**src/rtl/grs_pkg.sv**
```systemverilog
// Shared constants and types for the group reverse stream block.
`timescale 1ns / 1ps
package grs_pkg;

  localparam int MAX_GROUP = 16;
  localparam int IDX_W     = $clog2(MAX_GROUP);
  localparam int CNT_W     = $clog2(MAX_GROUP + 1);
  localparam int DATA_W    = 32;
  localparam int ADDR_W    = 3;

  // Register byte offsets
  localparam logic [ADDR_W-1:0] REG_GROUP_SIZE = 3'd0;

  // One classified element on its way from front to back
  typedef struct packed {
    logic [DATA_W-1:0] value;
    logic [IDX_W-1:0]  idx;
    logic              close;
    logic              last;
  } q_item_t;

  // Clamp the programmed group size into 1..MAX_GROUP
  function automatic logic [CNT_W-1:0] eff_k(input logic [4:0] size);
    logic [CNT_W-1:0] k;
    begin
      if (size == 5'd0) begin
        k = CNT_W'(1);
      end else if (32'(size) > MAX_GROUP) begin
        k = CNT_W'(MAX_GROUP);
      end else begin
        k = CNT_W'(size);
      end
      return k;
    end
  endfunction

endpackage

```
**src/rtl/grs_front.sv**
```systemverilog
// Front end: numbers each element inside its group and marks where a group closes.
`timescale 1ns / 1ps
module grs_front
  import grs_pkg::*;
(
  input  logic                 clk,
  input  logic                 rst,
  input  logic                 in_valid,
  output logic                 in_ready,
  input  logic signed [31:0]   element_value,
  input  logic                 end_of_list,
  input  logic [4:0]           group_size,
  output logic                 q_valid,
  input  logic                 q_ready,
  output q_item_t              q_item
);

  logic [CNT_W-1:0] fill;
  logic [CNT_W-1:0] fill_next;
  logic [CNT_W-1:0] k;
  logic             close;

  assign k        = eff_k(group_size);
  assign close    = ((fill + CNT_W'(1)) >= k) || end_of_list;
  assign in_ready = q_ready;
  assign q_valid  = in_valid;

  assign q_item.value = element_value;
  assign q_item.idx   = fill[IDX_W-1:0];
  assign q_item.close = close;
  assign q_item.last  = end_of_list;

  always_comb begin
    fill_next = fill;
    if (in_valid && q_ready) begin
      fill_next = close ? '0 : fill + CNT_W'(1);
    end
  end

  always_ff @(posedge clk) begin
    if (rst) begin
      fill <= '0;
    end else begin
      fill <= fill_next;
    end
  end

endmodule

```
**src/rtl/grs_fifo.sv**
```systemverilog
// Two-entry queue between the front end and the group drain engine.
`timescale 1ns / 1ps
module grs_fifo
  import grs_pkg::*;
(
  input  logic    clk,
  input  logic    rst,
  input  logic    wr_valid,
  output logic    wr_ready,
  input  q_item_t wr_item,
  output logic    rd_valid,
  input  logic    rd_ready,
  output q_item_t rd_item
);

  q_item_t     slots [2];
  logic        wr_ptr;
  logic        rd_ptr;
  logic [1:0]  count;
  logic        push;
  logic        pop;

  assign wr_ready = (count != 2'd2);
  assign rd_valid = (count != 2'd0);
  assign rd_item  = slots[rd_ptr];
  assign push     = wr_valid && wr_ready;
  assign pop      = rd_valid && rd_ready;

  always_ff @(posedge clk) begin
    if (push) begin
      slots[wr_ptr] <= wr_item;
    end
  end

  always_ff @(posedge clk) begin
    if (rst) begin
      wr_ptr <= 1'b0;
      rd_ptr <= 1'b0;
      count  <= 2'd0;
    end else begin
      if (push) begin
        wr_ptr <= ~wr_ptr;
      end
      if (pop) begin
        rd_ptr <= ~rd_ptr;
      end
      case ({push, pop})
        2'b10:   count <= count + 2'd1;
        2'b01:   count <= count - 2'd1;
        default: count <= count;
      endcase
    end
  end

endmodule

```
**src/rtl/grs_back.sv**
```systemverilog
// Back end: stores a group in a small memory and drains it in reverse order.
`timescale 1ns / 1ps
module grs_back
  import grs_pkg::*;
(
  input  logic                clk,
  input  logic                rst,
  input  logic                q_valid,
  output logic                q_ready,
  input  q_item_t             q_item,
  output logic                out_valid,
  input  logic                out_ready,
  output logic signed [31:0]  out_value,
  output logic                group_done,
  output logic                list_done
);

  typedef enum logic [1:0] {
    ST_COLLECT = 2'b01,
    ST_DRAIN   = 2'b10
  } state_t;

  state_t             state;
  logic [DATA_W-1:0]  mem [MAX_GROUP];
  logic [IDX_W-1:0]   rd_ptr;
  logic               list_last;
  logic               pop;
  logic               issue;

  assign q_ready = (state == ST_COLLECT);
  assign pop     = q_valid && q_ready;
  assign issue   = (state == ST_DRAIN) && (!out_valid || out_ready);

  always_ff @(posedge clk) begin
    if (pop) begin
      mem[q_item.idx] <= q_item.value;
    end
  end

  // Read port doubles as the output register
  always_ff @(posedge clk) begin
    if (issue) begin
      out_value  <= mem[rd_ptr];
      group_done <= (rd_ptr == '0);
      list_done  <= (rd_ptr == '0) && list_last;
    end
  end

  always_ff @(posedge clk) begin
    if (pop && q_item.close) begin
      list_last <= q_item.last;
    end
  end

  always_ff @(posedge clk) begin
    if (rst) begin
      state     <= ST_COLLECT;
      rd_ptr    <= '0;
      out_valid <= 1'b0;
    end else begin
      if (issue) begin
        out_valid <= 1'b1;
      end else if (out_ready) begin
        out_valid <= 1'b0;
      end
      case (state)
        ST_COLLECT: begin
          if (pop && q_item.close) begin
            rd_ptr <= q_item.idx;
            state  <= ST_DRAIN;
          end
        end
        ST_DRAIN: begin
          if (issue) begin
            if (rd_ptr == '0) begin
              state <= ST_COLLECT;
            end else begin
              rd_ptr <= rd_ptr - IDX_W'(1);
            end
          end
        end
        default: state <= ST_COLLECT;
      endcase
    end
  end

endmodule

```
**src/rtl/group_reverse_stream.sv**
```systemverilog
// Top level of the group reverse stream: config register, front end, queue, drain engine.
//
//  Channel   Signals                                     Direction
//  input     in_valid/in_ready, element_value, end_of_list  in
//  output    out_valid/out_ready, out_value, group_done,
//            list_done                                   out
//  config    psel, penable, pwrite, paddr, pwdata,
//            prdata, pready                              APB slave
//
// A group of k elements is written into the group memory one transfer per
// cycle while collecting, then read back newest first, one result per cycle
// while the output is not stalled; the single group memory takes no new
// group until the last one has drained. While a group drains, the front end
// keeps taking up to two transfers into its queue. The transfer that closes
// a group passes the queue and the drain state before its first result is registered.
// Reset (synchronous, active high) empties the queue, clears the group
// count and sets group_size to 1; memory contents are not cleared.
// Output stalls hold the drain in place; input stalls do not disturb it.
`timescale 1ns / 1ps
module group_reverse_stream
  import grs_pkg::*;
(
  input  logic                clk,
  input  logic                rst,
  // input stream
  input  logic                in_valid,
  output logic                in_ready,
  input  logic signed [31:0]  element_value,
  input  logic                end_of_list,
  // output stream
  output logic                out_valid,
  input  logic                out_ready,
  output logic signed [31:0]  out_value,
  output logic                group_done,
  output logic                list_done,
  // configuration
  input  logic                psel,
  input  logic                penable,
  input  logic                pwrite,
  input  logic [ADDR_W-1:0]   paddr,
  input  logic [31:0]         pwdata,
  output logic [31:0]         prdata,
  output logic                pready
);

  logic [4:0] group_size;
  logic       cfg_wr;
  q_item_t    f_item;
  q_item_t    b_item;
  logic       f_valid;
  logic       f_ready;
  logic       b_valid;
  logic       b_ready;

  // Register decode: only bit 2 selects a register, low bits are byte lanes
  assign pready = 1'b1;
  assign cfg_wr = psel && penable && pwrite && (paddr[2] == REG_GROUP_SIZE[2]);
  assign prdata = (paddr[2] == REG_GROUP_SIZE[2]) ? {27'd0, group_size} : 32'd0;

  always_ff @(posedge clk) begin
    if (rst) begin
      group_size <= 5'd1;
    end else if (cfg_wr) begin
      group_size <= pwdata[4:0];
    end
  end

  // Classify each transfer against the current group size
  grs_front u_front (
    .clk           (clk),
    .rst           (rst),
    .in_valid      (in_valid),
    .in_ready      (in_ready),
    .element_value (element_value),
    .end_of_list   (end_of_list),
    .group_size    (group_size),
    .q_valid       (f_valid),
    .q_ready       (f_ready),
    .q_item        (f_item)
  );

  // Decouple intake from the drain
  grs_fifo u_fifo (
    .clk      (clk),
    .rst      (rst),
    .wr_valid (f_valid),
    .wr_ready (f_ready),
    .wr_item  (f_item),
    .rd_valid (b_valid),
    .rd_ready (b_ready),
    .rd_item  (b_item)
  );

  // Collect each group, then drain it newest first
  grs_back u_back (
    .clk        (clk),
    .rst        (rst),
    .q_valid    (b_valid),
    .q_ready    (b_ready),
    .q_item     (b_item),
    .out_valid  (out_valid),
    .out_ready  (out_ready),
    .out_value  (out_value),
    .group_done (group_done),
    .list_done  (list_done)
  );

endmodule

```
**config.mk**
```make
export PLATFORM = sky130hd
export DESIGN_NAME = group_reverse_stream
export DESIGN_NICKNAME = d
export VERILOG_FILES = /design/src/rtl/grs_pkg.sv /design/src/rtl/grs_front.sv /design/src/rtl/grs_fifo.sv /design/src/rtl/grs_back.sv /design/src/rtl/group_reverse_stream.sv
export SDC_FILE = /design/constraint.sdc
export NUM_CORES = 1
export LEC_CHECK = 0
export BUFFER_PORTS_ARGS = -buffer_cell sky130_fd_sc_hd__buf_2
export CELL_PAD_IN_SITES_DETAIL_PLACEMENT = 2
export CELL_PAD_IN_SITES_GLOBAL_PLACEMENT = 2
export CORE_ASPECT_RATIO = 1.75
export CORE_UTILIZATION = 35
export CTS_BUF_LIST = sky130_fd_sc_hd__clkbuf_16
export DETAILED_ROUTE_END_ITERATION = 6
export GPL_TIMING_DRIVEN = 0
export PLACE_DENSITY = 0.66
export SLEW_MARGIN = 15
export SYNTH_ARGS = -nofsm -noshare
export SYNTH_HDL_FRONTEND = slang
export SYNTH_SLANG_ARGS = --single-unit
```
**constraint.sdc**
```tcl
create_clock -name clk -period 5.4 [get_ports clk]
set_input_delay 0.27 -clock clk [delete_from_list [all_inputs] [get_ports clk]]
set_output_delay 0.27 -clock clk [all_outputs]
set_load 0.05 [all_outputs]
```
==> run summary, run 1 <==
CTS tree = built
share of cells above drive strength 1 = 0.2871
crit path time final = 3.310 ns
Synth area leader = edfxtp_1
gpl congestion = 0.7059
Syn Std Cell Area = 24,710 sq um
hold crit path type = input pin to flop
post-synthesis async set-or-reset flop share = 0
kind of critical path = flop to flop
total core area = 69,670 sq um
final antenna-violating net count = 0
Sw Ratio = 0.2871
ys flop type = edfxtp_1
# resized after CTS = 0
YS warnings = 0
final hold slack = 0.07098 ns
pwr dens = 465.6 nW/um^2
combinational power share = 0.227
DIE AREA = 71,720 sq um
vias per cell = 5.130
largest net degree at the start of global routing = 26
I/O Pins = 144
Cells after Synth = 1,203
measured slew at the worst slew-check pin = 1.101 ns
Max Fanout on Critical Path = 17
max-slew violations = 0
Layout Nets = 1,522
die height = 353.5 um
Final Hold Vio Count = 0
clock-pin slew on the worst setup and hold paths = 0.06 ns
Clk pwr share = 0.312
cts bufs inserted = 57
die width = 202.9 um
Routed wire per std cell = 27.72 um
max-cap viol count = 0
DP Wirelength = 44,800 um
share of the synthesized area in the top cell type = 0.7570
total gr overflow = 0
via count = 12,280
initial antenna violation count = 1
DRT Pass-1 Iters = 5
RSZ-0062 raised after global routing = no
Fmax = 302.2 MHz
total track usage = 0.1888
Psw = 3.936 mW
Post-route DRC = 0
worst-skew pair later-pin latency = 0.62 ns
status = completed
cell total after placement = 2,251
most frequent cells in the layout = 623 x edfxtp_1, 122 x mux4_2, 95 x buf_2, 78 x nand2_1, 58 x clkbuf_16
FF+latch count, synth = 645
top cells by area, synth = edfxtp_1 76%, mux4_2 11%, dfxtp_1 1.8%, mux2_2 1.5%, nand2_1 1.2%
Rows = 128
Flop pwr share = 0.461
ant diodes = 0
first-pass GRT wire length = 96,630 um
Finished Layout Cells = 2,394
routed wire length = 66,350 um
clk root buf = clkbuf_16
arrival time worst endpoint = 3.61 ns
Num Clock Sinks = 645
Leak Pwr = 9.384 nW
Cell Int Power = 9.774 mW
Starting Density = 0.3547
worst rel slew slack = 0.2661
Crit. End Element = flop
Final period util = 0.6129
number of global-route vias before repair = 13,920
number of synthesized flops with an enable pin = 623
Iter 0 DRT Violations = 769
Layout Utilization = 0.4227
H-tree Lvls = 2
final setup fails = 0
register area share after synthesis = 0.7748
number of port buffers = 86
clk buf depth = 3
Critical Path RT = 5.70 ns
Layout area overhead = 19.15%
CP startpoint kind = flop
Worst IR Drop VDD = 0.2074 mV
commonest non-fill, non-tap cell in the layout = edfxtp_1
Yosys cell types = 39
Final Skew = 0.01847 ns
Avg Synthesized Cell Area = 20.54 sq um
==> power by group through the flow <==
stage | Sequential (mW) | Combinational (mW) | Clock (mW)
6_report | 6.32 | 3.11 | 4.28
5_1_grt | 6.35 | 3.34 | 4.52
4_1_cts | 6.33 | 3.20 | 4.37
3_5_place_dp | 6.43 | 3.16 | 0
3_3_place_gp | 6.43 | 2.85 | 0
2_1_floorplan | 6.43 | 1.89 | 0
==> metrics by stage <==
step | power [mW] | worst slack (ns) | instance area (sq um) | setup TNS, ns
2_1_floorplan | 8.316 | 1.867 | 24810 | 0
3_3_place_gp | 9.275 | -0.01348 | 26380 | -0.1769
3_5_place_dp | 9.587 | 2.000 | 27120 | 0
4_1_cts | 13.90 | 1.967 | 29450 | 0
5_1_grt | 14.21 | 1.914 | 29450 | 0
6_report | 13.71 | 2.090 | 29450 | 0
==> path summary, 6_finish.rpt <==
check	from	endpoint	slack [ns]	cells after the start
worst max-delay path	u_fifo.count[0]	u_back.mem[14][8]	2.09	5
worst min-delay path	out_ready	u_back.out_valid	0.07	3
worst max register to register	u_fifo.count[0]	u_back.mem[14][8]	2.09	5
worst min register to register	u_front.fill[4]	u_front.fill[4]	0.48	2
==> worst max-delay path, cell delays in order (launching register included) <==
cell and delay [ns]:
dfxtp_1 0.41, nor2_1 0.13, nor3b_1 0.79, nand3_1 0.57, nor2_4 0.80, buf_12 0.29
==> routing by layer <==
metal | vias to the layer above | global-route usage | part of all wire
met5 | - | 0 | 0
met4 | 0 | 0.07158 | 0.036
met3 | 124 | 0.02587 | 0.038
met2 | 341 | 0.3594 | 0.56
met1 | 6531 | 0.2100 | 0.37
li1 | 5285 | - | -
==> Yosys cell counts, drive strengths merged, types with 2 or more instances <==
library cell,number
edfxtp,623
mux4,128
nand2,78
buf,55
nor2,40
a31oi,35
and2,35
mux2,34
a211oi,32
clkbuf,31
dfxtp,22
a21oi,14
mux2i,10
ha,8
inv,8
nand3,7
nor2b,7
o21ai,6
nand2b,5
a211o,4
xnor2,4
clkinv,2
conb,2
nand4b,2
nor3b,2
or2,2
xor2,2
==> logic make-up after synthesis <==
kind of cell	Yosys count	synth area share
and+or+nand+nor	183	0.03488
xor gates and xnor gates	6	0.002126
AOI/OAI and AO/OA	91	0.02420
muxes	172	0.1371
buffers and inverters	96	0.02248
adders and majority gates	8	0.004051
other	2	0.0003039
DFF	645	0.7748
==> layout make-up <==
type | count | area [sq um]
fillers | 6499 | 40220
flip-flops and latches | 645 | 19150
multi-input cells | 488 | 5243
clock buffers | 58 | 1451
repair buffers | 151 | 1424
well taps | 910 | 1139
plain buffers | 86 | 518.0
clock inverters | 46 | 485.5
inverters | 10 | 37.54
==> what timing repair did <==
action | in CTS | in global routing
buffers inserted | 0 | 0
hold buffers | 39 | 0
hold endpoints to repair | 71 | 0
==> state kept, by name, indices dropped and copies added, names as in the netlist, 2 cells and up, named ones only <==
register          cells
u_back.rd_ptr         4
u_back.state          2
u_front.fill          5
group_size            5
u_fifo.slots         76
u_back.mem          512
u_fifo.count          2
u_back.out_value     32
Power figures use the tool's default switching activity.
==> inputs of run 2 (changes only) <==
==> constraint.sdc (replaced) <==
create_clock -name clk -period 3.2 [get_ports clk]
set_input_delay 0.16 -clock clk [delete_from_list [all_inputs] [get_ports clk]]
set_output_delay 0.16 -clock clk [all_outputs]
set_load 0.05 [all_outputs]
==> run 2 against run 1 <==
Core utilization down 0.095 points. Sequential power is 69% higher. Sequential share of layout area rose by 0.15 points. Routed wire length is 0.28% lower. Final cell count barely moved. Power up 66%. Clock-buffer cell count did not move. Clock skew shrank 0.0026 ns. First-iteration DRC count rose by 13%. Register-to-register slack worse by 1.8 ns. Critical path type unchanged. Critical endpoint is now u_back.mem[10][17]. Largest cell class unchanged.
==> run summary, run 2 (same netlist as run 1, synthesis figures left out) <==
kind of critical path = flop to flop
CP peak stage delay = 0.57 ns (-0.23 ns)
Min-Delay Path Depth = 4 (+1)
most frequent CP cell = buf_16
CP startpoint kind = flop
Crit. End Element = flop
I/O Pins = 144 (unchanged)
CTS tree = built
Finished Layout Cells = 2,395 (+0.042%)
arrival time worst endpoint = 3.25 ns (-0.36 ns)
measured slew at the worst slew-check pin = 1.069 ns (-0.03169 ns)
Post-route DRC = 0 (unchanged)
final antenna-violating net count = 0 (unchanged)
worst rel slew slack = 0.2872 (+0.02113)
ant diodes = 0 (unchanged)
largest net degree at the start of global routing = 36 (+38%)
routed wire length = 66,170 um (-0.28%)
Final Hold Vio Count = 0 (unchanged)
fill cell count = 6,551 (+0.80%)
crit path cell chain = buf_2, mux2i_1, nand2b_1, nor2_4, buf_16, buf_16
pwr dens = 774.3 nW/um^2 (+66%)
Layout Nets = 1,521 (-0.066%)
die width = 202.9 um (unchanged)
share of cells above drive strength 1 = 0.2855 (-0.001540)
initial antenna violation count = 1 (unchanged)
Crit-path slowest cell = nor2_4
cts bufs inserted = 56 (-1.8%)
number of port buffers = 86 (unchanged)
most frequent cells in the layout = 623 x edfxtp_1, 122 x mux4_2, 95 x buf_2, 78 x nand2_1, 58 x clkbuf_16
Num Clock Sinks = 645 (unchanged)
Worst IR Drop VDD = 0.4397 mV (+110%)
DIE AREA = 71,720 sq um (unchanged)
biggest registers after layout = u_back.mem (512), u_fifo.slots (76), u_back.out_value (32)
Rows = 128 (unchanged)
clock-pin slew on the worst setup and hold paths = 0.07 ns (about the same)
Layout area overhead = 18.89%
fin worst setup slack = 0.2712 ns (-1.819 ns)
hold crit path type = input pin to flop
number of global-route vias before repair = 13,990 (+0.52%)
gpl congestion = 0.7179 (+1.7%)
die height = 353.5 um (unchanged)
Critical Path RT = 3.52 ns (-2.18 ns)
first-pass GRT wire length = 96,800 um (+0.17%)
worst r2r path cells = 6 (+1)
final setup fails = 0 (unchanged)
Final Power = 22.75 mW (+66%)
vias per cell = 5.131 (about the same)
Starting Density = 0.3547 (unchanged)
H-tree Lvls = 2 (unchanged)
max-slew violations = 0 (unchanged)
DP Wirelength = 44,260 um (-1.2%)
worst-skew pair later-pin latency = 0.62 ns (about the same)
Routed wire per std cell = 27.63 um (-0.32%)
Final Skew = 0.01592 ns (-0.002555 ns)
Fmax = 341.4 MHz (+13%)
Iter 0 DRT Violations = 867 (+13%)
setup_tns = 0 ns (unchanged)
DRT Pass-1 Iters = 5 (unchanged)
max reg flops = 512 (unchanged)
clk root buf = clkbuf_16
commonest non-fill, non-tap cell in the layout = edfxtp_1
Final period util = 0.9152 (+0.3023)
RSZ-0062 raised after global routing = no
Leak Pwr = 9.360 nW (-0.25%)
total gr overflow = 0 (unchanged)
Max Fanout on Critical Path = 15 (-2)
Reg with most FFs = u_back.mem
DP Worst Slack = -0.01655 ns (-2.017 ns)
crit path time final = 2.929 ns (-0.3809 ns)
max-cap viol count = 0 (unchanged)
via count = 12,290 (+0.057%)
total track usage = 0.1883 (-0.0005203)
Setup Buffers After CTS = 0 (unchanged)
status = completed
cell total after placement = 2,251 (unchanged)
clk buf depth = 3 (unchanged)
total core area = 69,670 sq um (unchanged)
run 2: report_power, final:
group / switching [mW] / internal, mW / leakage (nW)
logic: 3.35 / 1.91 / 2.62
registers: 0.177 / 10.5 / 5.82
clock network: 3.14 / 3.69 / 0.921
run 2: critical path: cells and delay by family, from the launching register on:
family	cells	cell delay [ns]
and+or+nand+nor	2	0.93
buffers and inverters	3	0.79
muxes	1	0.48
DFF	1	0.38
run 2: final cells by class:
cell class / count / area (sq um) / area share
Multi-Input combinational cell: 488 / 5249 / 0.1787
Timing Repair Buffer: 152 / 1486 / 0.05059
Tap cell: 910 / 1139 / 0.03875
Sequential cell: 645 / 19150 / 0.6518
Inverter: 10 / 38.79 / 0.001320
Clock buffer: 58 / 1451 / 0.04940
Buffer: 85 / 514.2 / 0.01750
Clock inverter: 47 / 352.8 / 0.01201
run 2: routing by layer:
layer / global-route usage / routed length, um
met1: 0.2150 / 24850
met2: 0.3546 / 36650
met3: 0.02531 / 2518
met4: 0.06692 / 2151
met5: 0 / 0
run 2: final timing paths:
path | from | to | slack [ns]
max | flop | u_back.mem[10][17] | 0.27
min | pwrite | group_size[4] | 0.14
max reg2reg | flop | u_back.mem[10][17] | 0.27
min reg2reg | u_front.fill[4] | u_front.fill[4] | 0.47
run 2: timing repair:
item,CTS,global route
hold endpoints to repair,72,0
gates cloned,0,0
setup endpoints to repair,3,112
pin swaps,0,0
gates resized for setup,1,1
hold buffers,40,0
run 2: metrics by stage:
stage	hold slack, ns	instance area [sq um]	util
3_3_place_gp	0.3492	26380	0.3787
5_1_grt	0.1944	29380	0.4217
6_report	0.1416	29380	0.4217
2_1_floorplan	0.2544	24820	-
3_5_place_dp	0.3548	27170	0.3900
4_1_cts	0.1404	29370	0.4216
==> inputs of run 3 (changes only) <==
--- a/config.mk
+++ b/config.mk
@@ -12,7 +12,7 @@
 export CORE_UTILIZATION = 35
 export CTS_BUF_LIST = sky130_fd_sc_hd__clkbuf_16
 export DETAILED_ROUTE_END_ITERATION = 6
-export GPL_TIMING_DRIVEN = 0
+export GPL_ROUTABILITY_DRIVEN = 0
 export PLACE_DENSITY = 0.66
 export SLEW_MARGIN = 15
 export SYNTH_ARGS = -nofsm -noshare
==> constraint.sdc (replaced) <==
create_clock -name clk -period 3.2 [get_ports clk]
set_input_delay 0.16 -clock clk [delete_from_list [all_inputs] [get_ports clk]]
set_output_delay 0.16 -clock clk [all_outputs]
set_load 0.02 [all_outputs]
==> run 3 against run 2 <==
Final cell count shrank 2.5%. Combinational power shrank 11%. Critical path depth down 2. Sequential share of layout area up 1.2 points. Critical path type unchanged. First-iteration DRC count down 16%. Sequential power hardly changed.
==> run summary, run 3 (same netlist as run 1, synthesis figures left out) <==
status = completed
clk buf depth = 3 (unchanged)
die height = 353.5 um (unchanged)
total track usage = 0.1794 (-0.008868)
clk root buf = clkbuf_16
via count = 12,040 (-2.1%)
DP Worst Slack = 0.6054 ns (+0.6220 ns)
total gr overflow = 0 (unchanged)
Setup Buffers After CTS = 0 (unchanged)
first-pass GRT wire length = 93,380 um (-3.5%)
DRT Pass-1 Iters = 4 (-1)
vias per cell = 5.155 (+0.47%)
RSZ-0062 raised after global routing = no
final hold slack = 0.08155 ns (-0.06007 ns)
worst r2r path cells = 4 (-2)
Starting Density = 0.3547 (unchanged)
initial antenna violation count = 0 (-1)
Min-Delay Path Depth = 4 (unchanged)
total core area = 69,670 sq um (unchanged)
max-cap viol count = 0 (unchanged)
Final Skew = 0.01515 ns (-0.0007661 ns)
final setup fails = 0 (unchanged)
DIE AREA = 71,720 sq um (unchanged)
Sequential Area = 19,160 sq um (about the same)
CP startpoint kind = flop
Crit. End Element = flop
DP Area = 26,700 sq um (-1.7%)
Layout area overhead = 16.74%
biggest registers after layout = u_back.mem (512), u_fifo.slots (76), u_back.out_value (32)
most frequent cells in the layout = 623 x edfxtp_1, 122 x mux4_2, 86 x buf_2, 78 x nand2_1, 58 x clkbuf_16
Routed wire per std cell = 27.01 um (-2.2%)
Layout Nets = 1,471 (-3.3%)
worst-skew pair later-pin latency = 0.60 ns (-0.02 ns)
die width = 202.9 um (unchanged)
kind of critical path = flop to flop
Rows = 128 (unchanged)
largest net degree at the start of global routing = 71 (+97%)
DP Wirelength = 38,570 um (-13%)
cts bufs inserted = 56 (unchanged)
cell total after placement = 2,197 (-2.4%)
commonest non-fill, non-tap cell in the layout = edfxtp_1
Fmax = 379.3 MHz (+11%)
routed wire length = 63,070 um (-4.7%)
fill cell count = 6,522 (-0.44%)
crit path time final = 2.636 ns (-0.2923 ns)
fin worst setup slack = 0.5635 ns (+0.2923 ns)
pwr dens = 766.9 nW/um^2 (-0.95%)
hold path start = in_valid
arrival time worst endpoint = 2.94 ns (-0.31 ns)
Iter 0 DRT Violations = 727 (-16%)
final antenna-violating net count = 0 (unchanged)
Reg with most FFs = u_back.mem
ant diodes = 0 (unchanged)
Max Fanout on Critical Path = 15 (unchanged)
clock-pin slew on the worst setup and hold paths = 0.07 ns (about the same)
share of cells above drive strength 1 = 0.2835 (-0.002013)
max-slew violations = 0 (unchanged)
H-tree Lvls = 2 (unchanged)
worst rel slew slack = 0.3264 (+0.03923)
Worst IR Drop VDD = 0.4196 mV (-4.6%)
max reg flops = 512 (unchanged)
Finished Layout Cells = 2,335 (-2.5%)
Critical Path RT = 3.50 ns (-0.02 ns)
measured slew at the worst slew-check pin = 1.010 ns (-0.05884 ns)
hold crit path type = input pin to flop
CTS tree = built
area of the multi-input gates = 5243 sq um (-0.12%)
Leak Pwr = 9.131 nW (-2.5%)
Final period util = 0.8239 (-0.09134)
Num Clock Sinks = 645 (unchanged)
Post-route DRC = 0 (unchanged)
setup_tns = 0 ns (unchanged)
I/O Pins = 144 (unchanged)
number of global-route vias before repair = 13,730 (-1.9%)
number of port buffers = 86 (unchanged)
Final Hold Vio Count = 0 (unchanged)
final design area excluding fillers = 28,850 sq um (-1.8%)
[run 3: power breakdown]
part           switching (mW)  internal, mW
Clock                    3.01          3.57
Sequential              0.382          10.5
Combinational            2.80          1.87
Total                    6.19          15.9
[run 3: per-stage QoR]
stage               power (mW)    util
finish                   22.12  0.4141
global route             22.97  0.4141
CTS                      22.49  0.4141
detailed placement       15.84  0.3832
global placement         15.52  0.3832
floorplan                13.93       -
[run 3: timing repair]
item	4_1_cts	5_1_grt
gates resized for setup	0	0
endpoints found under the hold margin	78	0
hold buffers	43	0
[run 3: routing by layer]
layer / wire, um / GRT usage
met1: 24600 / 0.2104
met2: 34930 / 0.3381
met3: 1851 / 0.02016
met4: 1686 / 0.05669
met5: 0 / 0
[run 3: worst paths after layout]
kind / slack [ns] / end
setup / recovery: 0.56 / u_back.mem[0][18]
hold / removal: 0.08 / u_front.fill[4]
setup reg to reg: 0.56 / u_back.mem[0][18]
hold reg to reg: 0.48 / u_front.fill[4]
[run 3: critical path, cell delays in order (launching register included)]
cell	delay (ns)
dfxtp_2	0.53
mux2i_1	0.52
nand3_1	0.47
nor2_4	0.56
buf_12	0.25
[run 3: area by class of cell]
class / instances / share of cell area
clock buffer: 58 / 0.05031
clock inverter: 37 / 0.009368
inverter: 10 / 0.001301
multi-input combinational: 488 / 0.1817
sequential: 645 / 0.6642
tap: 910 / 0.03947
timing repair buffer: 187 / 0.05361
